## src/sle_pkg.sv

```systemverilog
package sle_pkg;

	localparam int DEPTH = 64;
	localparam int IDX_W = (DEPTH > 1) ? $clog2(DEPTH) : 1;
	localparam int CNT_W = $clog2(DEPTH + 1);
	localparam int WORD_W = 32;
	localparam int POS_W = 7;
	localparam int OUT_W = 7;
	localparam int CMP_W = (CNT_W > POS_W) ? CNT_W : POS_W;
	localparam int GRP = 8;
	localparam int GRP_W = 3;
	localparam int NGRP = (DEPTH + GRP - 1) / GRP;

	localparam logic [OUT_W-1:0] NO_INDEX = '1;

	typedef enum logic [2:0] {
		ACT_PUSH_BACK  = 3'd0,
		ACT_PUSH_FRONT = 3'd1,
		ACT_POP_BACK   = 3'd2,
		ACT_POP_FRONT  = 3'd3,
		ACT_INSERT     = 3'd4,
		ACT_ERASE      = 3'd5,
		ACT_FIND       = 3'd6
	} action_t;

	typedef enum logic [1:0] {
		ST_OK     = 2'd0,
		ST_FULL   = 2'd1,
		ST_EMPTY  = 2'd2,
		ST_BADPOS = 2'd3
	} status_t;

	typedef struct packed {
		logic                     shift_up;
		logic                     shift_down;
		logic [IDX_W-1:0]         pos;
		logic signed [WORD_W-1:0] value;
	} cell_cmd_t;

	typedef struct packed {
		logic             hit;
		logic [IDX_W-1:0] idx;
	} find_res_t;

endpackage

```

## src/sle_cell.sv

```systemverilog
module sle_cell (
	input  logic                              clk,
	input  sle_pkg::cell_cmd_t                cmd,
	input  logic [sle_pkg::IDX_W-1:0]         idx,
	input  logic [sle_pkg::CNT_W-1:0]         count,
	input  logic signed [sle_pkg::WORD_W-1:0] left_word,
	input  logic signed [sle_pkg::WORD_W-1:0] right_word,
	output logic signed [sle_pkg::WORD_W-1:0] word,
	output logic                              match
);

	logic signed [sle_pkg::WORD_W-1:0] word_q;

	// Insert: the target cell takes the new word and every cell above it takes
	// its lower neighbor. Erase: the target and every cell above take the upper one.
	always_ff @(posedge clk) begin
		if (cmd.shift_up) begin
			if (idx == cmd.pos) begin
				word_q <= cmd.value;
			end else if (idx > cmd.pos) begin
				word_q <= left_word;
			end
		end else if (cmd.shift_down) begin
			if (idx >= cmd.pos) begin
				word_q <= right_word;
			end
		end
	end

	assign word  = word_q;
	assign match = (sle_pkg::CNT_W'(idx) < count) && (word_q == cmd.value);

endmodule

```

## config.mk

```make
export PLATFORM = sky130hd
export DESIGN_NAME = sle_cell
export DESIGN_NICKNAME = d
export VERILOG_FILES = /design/src/sle_pkg.sv /design/src/sle_cell.sv
export SDC_FILE = /design/constraint.sdc
export NUM_CORES = 1
export LEC_CHECK = 0
export ABC_AREA = 1
export CAP_MARGIN = 20
export CORE_AREA = 2 2 53 80
export DETAILED_ROUTE_END_ITERATION = 6
export DIE_AREA = 0 0 55 82
export DONT_BUFFER_PORTS = 1
export GPL_TIMING_DRIVEN = 0
export PLACE_DENSITY_LB_ADDON = 0.15
export SLEW_MARGIN = 15
export SYNTH_ARGS = -nofsm -noshare
export SYNTH_HDL_FRONTEND = slang
export SYNTH_SLANG_ARGS = --single-unit
```

## constraint.sdc

```tcl
create_clock -name clk -period 4.8 [get_ports clk]
set_clock_uncertainty 0.15 [all_clocks]
set_input_delay 0.24 -clock clk [delete_from_list [all_inputs] [get_ports clk]]
set_output_delay 0.24 -clock clk [all_outputs]
set_load 0.03 [all_outputs]
```

==> results.md <==
- Setup bufs post-CTS: 0
- CTS Sinks: 32
- Area grow syn2layout: 5.173%
- CTS tree: yes
- Max reg flops: 32
- Sequential area share after synthesis: 37.48%
- Synth Flop Type: edfxtp_1
- Worst setup EP type: output pin
- Max-slew headroom: 52.30%
- CP Data Arrival Time: 1.89 ns
- # rows: 28
- Chip width: 55 um
- Setup CP Type: flip-flop to output pin
- Starting Density: 66.53%
- Clock-pin slew of the registers on the worst-case setup and hold paths: 0.07 ns
- Status: finished, final reports clean
- P_sw: 319.2 uW
- Highest Signal Layer: met4
- Fmax: 438.8 MHz
- I/O Buffers: 0
- Via count: 2430
- Synthesized area per cell: 6.642 um2
- Pint: 522.7 uW
- DR iter-0 viols: 65
- Largest net degree at the start of global routing: 33
- Fin util: 69.97%
- CTS Root Cell: clkbuf_8
- Clock buffer depth: 2
- Required time of the critical path: 4.41 ns
- H-tree lvl count: 2
- Final net count: 522
- Length of routed wiring on met1: 2.309 mm
- Post-CTS sizing: 0
- Syn nets: 515
- Initial antenna violation count: 0
- Worst Hold Slack: 0.06096 ns
- Post-synth EDFFs: 32
- Slew Limit Fails: 0
- Area of the core: 3854 um2
- Post-route minimum period: 2.279 ns
- Share of layout cells above drive strength 1: 4.071%
- Drt total wl: 6.827 mm
- Async set-reset flop share out of synthesis: 0%
- Worst Tran Pin Value: 0.7145 ns
- Number of global-route vias before repair: 2356
- Setup crit start kind: flip-flop
- Hold Path Sink: word[15]
- Wirelength per Cell: 15.59 um
- Die area: 4510 um2
- WL met3: 731 um
- Distinct cells, synth: 21
- Number of top-level pins: 151
- Clock share of power: 22.9%
- Cts hold-fix bufs: 0
- Hold path depth: 2
- DRC violations left: 0
- RD Place Congestion: 0.7813
- HPWL Detailed: 5.517 mm
- Comb pwr share: 19.0%
- YS warnings: 0
- Inserted Clock Buffers: 5
- Ant diodes: 0
- Pre-Repair DR Iteration Count: 4
- RSZ-0062 raised after global routing: false
- Met2 wire length: 3.638 mm
- Final Setup Violations: 0
- Post-route ant nets: 0
- Synthesized flop and latch total: 32
- Syn Std Cell Area: 2564 um2
- Reg power frac: 58.2%
- Lkg Pwr: 1.377 nW
- Final hold vios: 0
- Maximum fanout along the worst path: 3
- Worst Hold Class: input pin to flip-flop
- Gr usage total: 29.93%
- Hold_sp: right_word[15]
- Most common cell after layout, fill and taps aside: nand2_1
- First-pass GRT wire length: 9.673 mm
- PD cells: 312.3 nW/um2
- Via density: 5.548
- GRT Residual Overflow: 0
- Sw Share: 37.91%
- Maximum VDD drop: 0.0002762 V
- Setup TNS Final: 0 ns
- Crit share post-route: 47.48%
- Max cap viols: 0
- Mapped Cells: 386
- Commonest non-fill, non-tap cells in the layout: nand2_1, inv_1, nor2_1, a31oi_1, edfxtp_1
- Die height: 82 um
layer usage:
layer	vias to the layer above	track usage, %
met5	-	0
met4	0	11.46
met3	13	10.00
met2	134	56.90
met1	1066	27.63
li1	1217	-
power groups by stage:
stage | sequential (mW) | clock [mW] | combinational [mW]
floorplan | 0.484 | 0 | 0.127
global placement | 0.494 | 0 | 0.153
detailed placement | 0.495 | 0 | 0.159
CTS | 0.489 | 0.193 | 0.160
global route | 0.496 | 0.200 | 0.186
finish | 0.490 | 0.193 | 0.160
stage by stage:
step / area [um2] / cells / power, mW / setup WS [ns]
6_report: 2696 / 438 / 0.8420 / 2.521
5_1_grt: 2696 / 438 / 0.8818 / 2.374
4_1_cts: 2696 / 438 / 0.8429 / 2.504
3_5_place_dp: 2620 / 431 / 0.6546 / 2.377
3_3_place_gp: 2620 / 431 / 0.6467 / 1.948
2_1_floorplan: 2564 / 386 / 0.6106 / 2.444
area by class of cell:
class                      count  area, um2
clock buffer                   5      68.82
buffer                        13      76.32
sequential                    32      960.9
fill                         349       1157
multi-input combinational    275       1277
tap                           45      56.30
clock inverter                 2      7.507
inverter                      66      249.0
worst max-delay path by stage:
stage	from	to	depth (start not counted)
finish	word[20]	match	7
global route	word[2]	match	8
CTS	word[8]	match	6
detailed placement	cmd[37]	word[6]	9
global placement	cmd[37]	word[20]	9
floorplan	cmd[37]	word[0]	9
worst max-delay path: stages (launching register included):
cell	delay, ns
edfxtp_1	0.55
nor2_1	0.14
nor2_1	0.06
nor2_1	0.14
nand2_1	0.08
nor2_1	0.09
nand3_1	0.09
nor2_1	0.46
Yosys cell counts, types with 3 or more instances:
master    number  share of area (%)
nor2_1        59                8.6
buf_2          4               0.78
nand3_1        4               0.78
a21oi_1        3               0.59
ha_1          11                5.4
xnor2_1        3                1.0
a31oi_1       32                7.8
clkbuf_1       4               0.59
edfxtp_1      32                 37
buf_6          3                1.3
o21ai_0        3               0.59
inv_1         65                9.5
nand2_1      152                 22
logic make-up (layout without fill, tap and decap cells):
kind of cell,Yosys count,after routing,share of synthesized area [%]
compound gates,40,40,9.468
fa+ha+maj,11,11,5.368
buf+inv,79,86,12.69
simple gates,219,219,33.28
xor+xnor,5,5,1.708
flops,32,32,37.48
Power figures use the tool's default switching activity.
