$ cat src/sle_pkg.sv
package sle_pkg;

	localparam int DEPTH = 64;
	localparam int IDX_W = (DEPTH > 1) ? $clog2(DEPTH) : 1;
	localparam int CNT_W = $clog2(DEPTH + 1);
	localparam int WORD_W = 32;
	localparam int POS_W = 7;
	localparam int OUT_W = 7;
	localparam int CMP_W = (CNT_W > POS_W) ? CNT_W : POS_W;
	localparam int GRP = 8;
	localparam int GRP_W = 3;
	localparam int NGRP = (DEPTH + GRP - 1) / GRP;

	localparam logic [OUT_W-1:0] NO_INDEX = '1;

	typedef enum logic [2:0] {
		ACT_PUSH_BACK  = 3'd0,
		ACT_PUSH_FRONT = 3'd1,
		ACT_POP_BACK   = 3'd2,
		ACT_POP_FRONT  = 3'd3,
		ACT_INSERT     = 3'd4,
		ACT_ERASE      = 3'd5,
		ACT_FIND       = 3'd6
	} action_t;

	typedef enum logic [1:0] {
		ST_OK     = 2'd0,
		ST_FULL   = 2'd1,
		ST_EMPTY  = 2'd2,
		ST_BADPOS = 2'd3
	} status_t;

	typedef struct packed {
		logic                     shift_up;
		logic                     shift_down;
		logic [IDX_W-1:0]         pos;
		logic signed [WORD_W-1:0] value;
	} cell_cmd_t;

	typedef struct packed {
		logic             hit;
		logic [IDX_W-1:0] idx;
	} find_res_t;

endpackage

$ cat src/sle_find.sv
module sle_find (
	input  logic [sle_pkg::DEPTH-1:0] match,
	output sle_pkg::find_res_t        res
);

	logic [sle_pkg::NGRP*sle_pkg::GRP-1:0] padded;
	logic [sle_pkg::NGRP-1:0]              grp_any;
	logic [sle_pkg::GRP_W-1:0]             grp_off [sle_pkg::NGRP];

	assign padded = (sle_pkg::NGRP*sle_pkg::GRP)'(match);

	// First hit inside each group of eight.
	always_comb begin
		for (int g = 0; g < sle_pkg::NGRP; g++) begin
			grp_any[g] = |padded[g*sle_pkg::GRP +: sle_pkg::GRP];
			grp_off[g] = '0;
			for (int k = sle_pkg::GRP - 1; k >= 0; k--) begin
				if (padded[g*sle_pkg::GRP + k]) begin
					grp_off[g] = sle_pkg::GRP_W'(k);
				end
			end
		end
	end

	// Lowest group with a hit wins.
	always_comb begin
		res.hit = 1'b0;
		res.idx = '0;
		for (int g = sle_pkg::NGRP - 1; g >= 0; g--) begin
			if (grp_any[g]) begin
				res.hit = 1'b1;
				res.idx = sle_pkg::IDX_W'(g * sle_pkg::GRP) + sle_pkg::IDX_W'(grp_off[g]);
			end
		end
	end

endmodule

$ cat config.mk
export PLATFORM = sky130hd
export DESIGN_NAME = sle_find
export DESIGN_NICKNAME = d
export VERILOG_FILES = /design/src/sle_pkg.sv /design/src/sle_find.sv
export SDC_FILE = /design/constraint.sdc
export NUM_CORES = 1
export LEC_CHECK = 0
export CAP_MARGIN = 5
export CORE_MARGIN = 8
export CORE_UTILIZATION = 50
export DETAILED_ROUTE_END_ITERATION = 16
export DONT_BUFFER_PORTS = 1
export GPL_TIMING_DRIVEN = 0
export PLACE_DENSITY = 0.68
export SETUP_SLACK_MARGIN = 0.4
export SYNTH_ARGS = -nofsm -noshare
export SYNTH_HDL_FRONTEND = slang
export SYNTH_SLANG_ARGS = --single-unit
$ cat constraint.sdc
create_clock -name vclk -period 1.54
set_input_delay 0.154 -clock vclk [all_inputs]
set_output_delay 0.154 -clock vclk [all_outputs]
set_load 0.005 [all_outputs]
==> flow_summary.json <==
{
  "critical_path_class": "input port to primary output",
  "worstPathRequired_ps": 1390,
  "place.gp.congestion": 0.788,
  "critPathLaunchType": "input port",
  "drt-pass1-iter-count": 4,
  "clockBufferCount": 0,
  "synthDominantCellAreaShare_pct": 13.8,
  "fp.dieW_um": 55.0,
  "start_util_pct": 51.6,
  "crit_slowest_cell": "or4_4",
  "synth_nets": 201,
  "hold_class": "input port to primary output",
  "totalWireLength_um": 2890,
  "path_cells": "or4_4, o211ai_2, a211oi_2, nor4_2, o221ai_1, a21o_1",
  "max_cap_violations": 0,
  "crit_start": "match[63]",
  "critical-path-top-delay-family": "simple AND/OR/NAND/NOR gates",
  "rsz0062_at_grt": "true",
  "yosysMostFrequentCell": "nor2_1",
  "cts_hold_buf": 0,
  "maxSlewViolCount": 0,
  "place_hpwl_um": 2370,
  "viasPerCell": 6.87,
  "p_leak_uw": 0.000262,
  "yosys.area.top_type": "nor2_1",
  "drive_gt1_share_pct": 20.7,
  "power.density_nw_per_um2": 98.2,
  "grt_pass1_wl_um": 4200,
  "seq_cells": 0,
  "coreArea_sq_um": 1470,
  "vdd.ir_drop.worst_mv": 0.0429,
  "utilization_pct": 66.3,
  "grt_start_max_net_pins": 6,
  "timing.final.crit_share_pct": 110,
  "arrival_ps": 1550,
  "yosys_warnings": 0,
  "crit_buf_inv": 0,
  "fin_ws_ps": -161,
  "outcome": "complete, but fails checks",
  "wl_per_cell_um": 18.5,
  "num_rows": 14,
  "endpoint": "res[0]",
  "place_ws_ps": -278,
  "cp-end-kind": "primary output",
  "antenna_found_initial": 0,
  "nets": 206,
  "post_synth_instance_area_sq_um": 759,
  "via_count": 1071,
  "setup_violations": 5,
  "ant_nets": 0,
  "avgSynthCellArea_sq_um": 5.54,
  "syn_inst": 137,
  "max_stage_delay_ps": 530,
  "slew_headroom_pct": 67.0,
  "grt_use_total_pct": 17.4,
  "netlist-cell-type-count": 27,
  "io_pins": 71,
  "dpl.cell_count": 153,
  "grt-ovfl-total": 0,
  "tightestPinTransition_ps": 490,
  "die_h_um": 55.0,
  "final_area_sq_um": 976,
  "cp_max_fo": 4,
  "die-area_sq_um": 3020,
  "fin_crit_ps": 1700,
  "synthTopCellsByCount": "nor2_1 (28), nor3_1 (18), nor4_1 (15)",
  "seq_area_sq_um": 0,
  "violations": "setup timing",
  "drc": 0,
  "fin_cells": 156,
  "area_growth_pct": 28.5,
  "antenna_cells": 0,
  "io_buffers": 0,
  "grt_pass1_vias": 1086,
  "seq_area_frac_synth_pct": 0,
  "crit_cells": 6,
  "fmax_mhz": 588,
  "place_area_sq_um": 838,
  "synth_area_leaders": "nor2_1 (14%), nor4_1 (12%), nor3_1 (12%)",
  "drtIter0Drc": 28,
  "hold_viol_final": 0
}
==> how the worst min path moves through the flow <==
| stage | cells after the start | from | to | slack [ps] |
|---|---|---|---|---|
| after floorplan | 3 | match[3] | res[2] | 440 |
| after global placement | 3 | match[3] | res[2] | 470 |
| after detailed placement | 3 | match[3] | res[2] | 470 |
| after CTS | 3 | match[3] | res[2] | 470 |
| after global routing | 3 | match[3] | res[2] | 480 |
| final | 3 | match[3] | res[2] | 460 |
==> per-stage QoR <==
| stage | total power (uW) | hold slack (ps) | setup TNS [ps] |
|---|---|---|---|
| floorplan | 74.2 | 441 | 0 |
| global placement | 82.8 | 473 | -312 |
| detailed placement | 84.9 | 475 | -322 |
| CTS | 89.1 | 475 | -425 |
| global route | 110 | 478 | -550 |
| finish | 95.8 | 460 | -341 |
==> final cells by class <==
cell class                      instances  area [sq um]
Inverter                               10          37.5
Multi-Input combinational cell        127           892
Fill cell                             148           495
Timing Repair Buffer                    3          26.3
Tap cell                               16          20.0
==> cells by family after synthesis <==
group | Yosys count | synth area share [%]
AO/OA/AOI/OAI | 37 | 31.6
AND/OR/NAND/NOR | 90 | 63.4
buffers and inverters | 10 | 4.94
==> per-layer routing <==
layer | GRT usage, % | part of all wire (%) | vias up
met4 | 1.20 | 0.62 | 0
met1 | 19.8 | 34 | 471
met5 | 0 | 0 | -
met2 | 31.7 | 48 | 59
met3 | 6.42 | 17 | 2
li1 | - | - | 539
==> report_power, final <==
| part | internal (uW) | switching, uW | leakage [uW] |
|---|---|---|---|
| registers | 0 | 0 | 0 |
| logic | 53.1 | 42.7 | 0.000262 |
| clock network | 0 | 0 | 0 |
| total | 53.1 | 42.7 | 0.000262 |
==> placed cells by master (no fill, tap or decap) <==
cell type / instances
a2111o_1: 1
o21ai_2: 2
nand3_2: 1
inv_1: 10
buf_4: 2
a211oi_1: 1
and2_1: 1
o211ai_2: 1
nand2b_1: 3
nand3_1: 3
nor3_4: 1
a21oi_2: 1
a211oi_2: 1
nor2_1: 26
o221ai_1: 1
nor2_2: 1
or2_1: 1
a221oi_1: 4
nand2_1: 7
nand3b_1: 1
a31oi_1: 2
nor3_1: 17
nor4_2: 6
o21ai_1: 2
nand4_1: 2
a21o_1: 1
nand2_2: 1
or4_4: 2
o21ai_0: 8
nor2_4: 1
o311ai_1: 1
nor2b_1: 3
buf_6: 1
o311ai_2: 1
nor4_4: 7
o21bai_1: 1
o31ai_1: 1
nor4_1: 6
a21oi_1: 8
==> tightest hold or removal path: stages <==
cell and delay (ps):
nor4_4 20, nand2_1 40, o21ai_1 80
==> repair_timing <==
item	in CTS	in global routing
resized for setup	7	14
setup endpoints to repair	7	7
hold endpoints to repair	0	0
pin swaps	11	11
setup buffers	2	1
No activity file was read; power rests on OpenSTA's default activity.
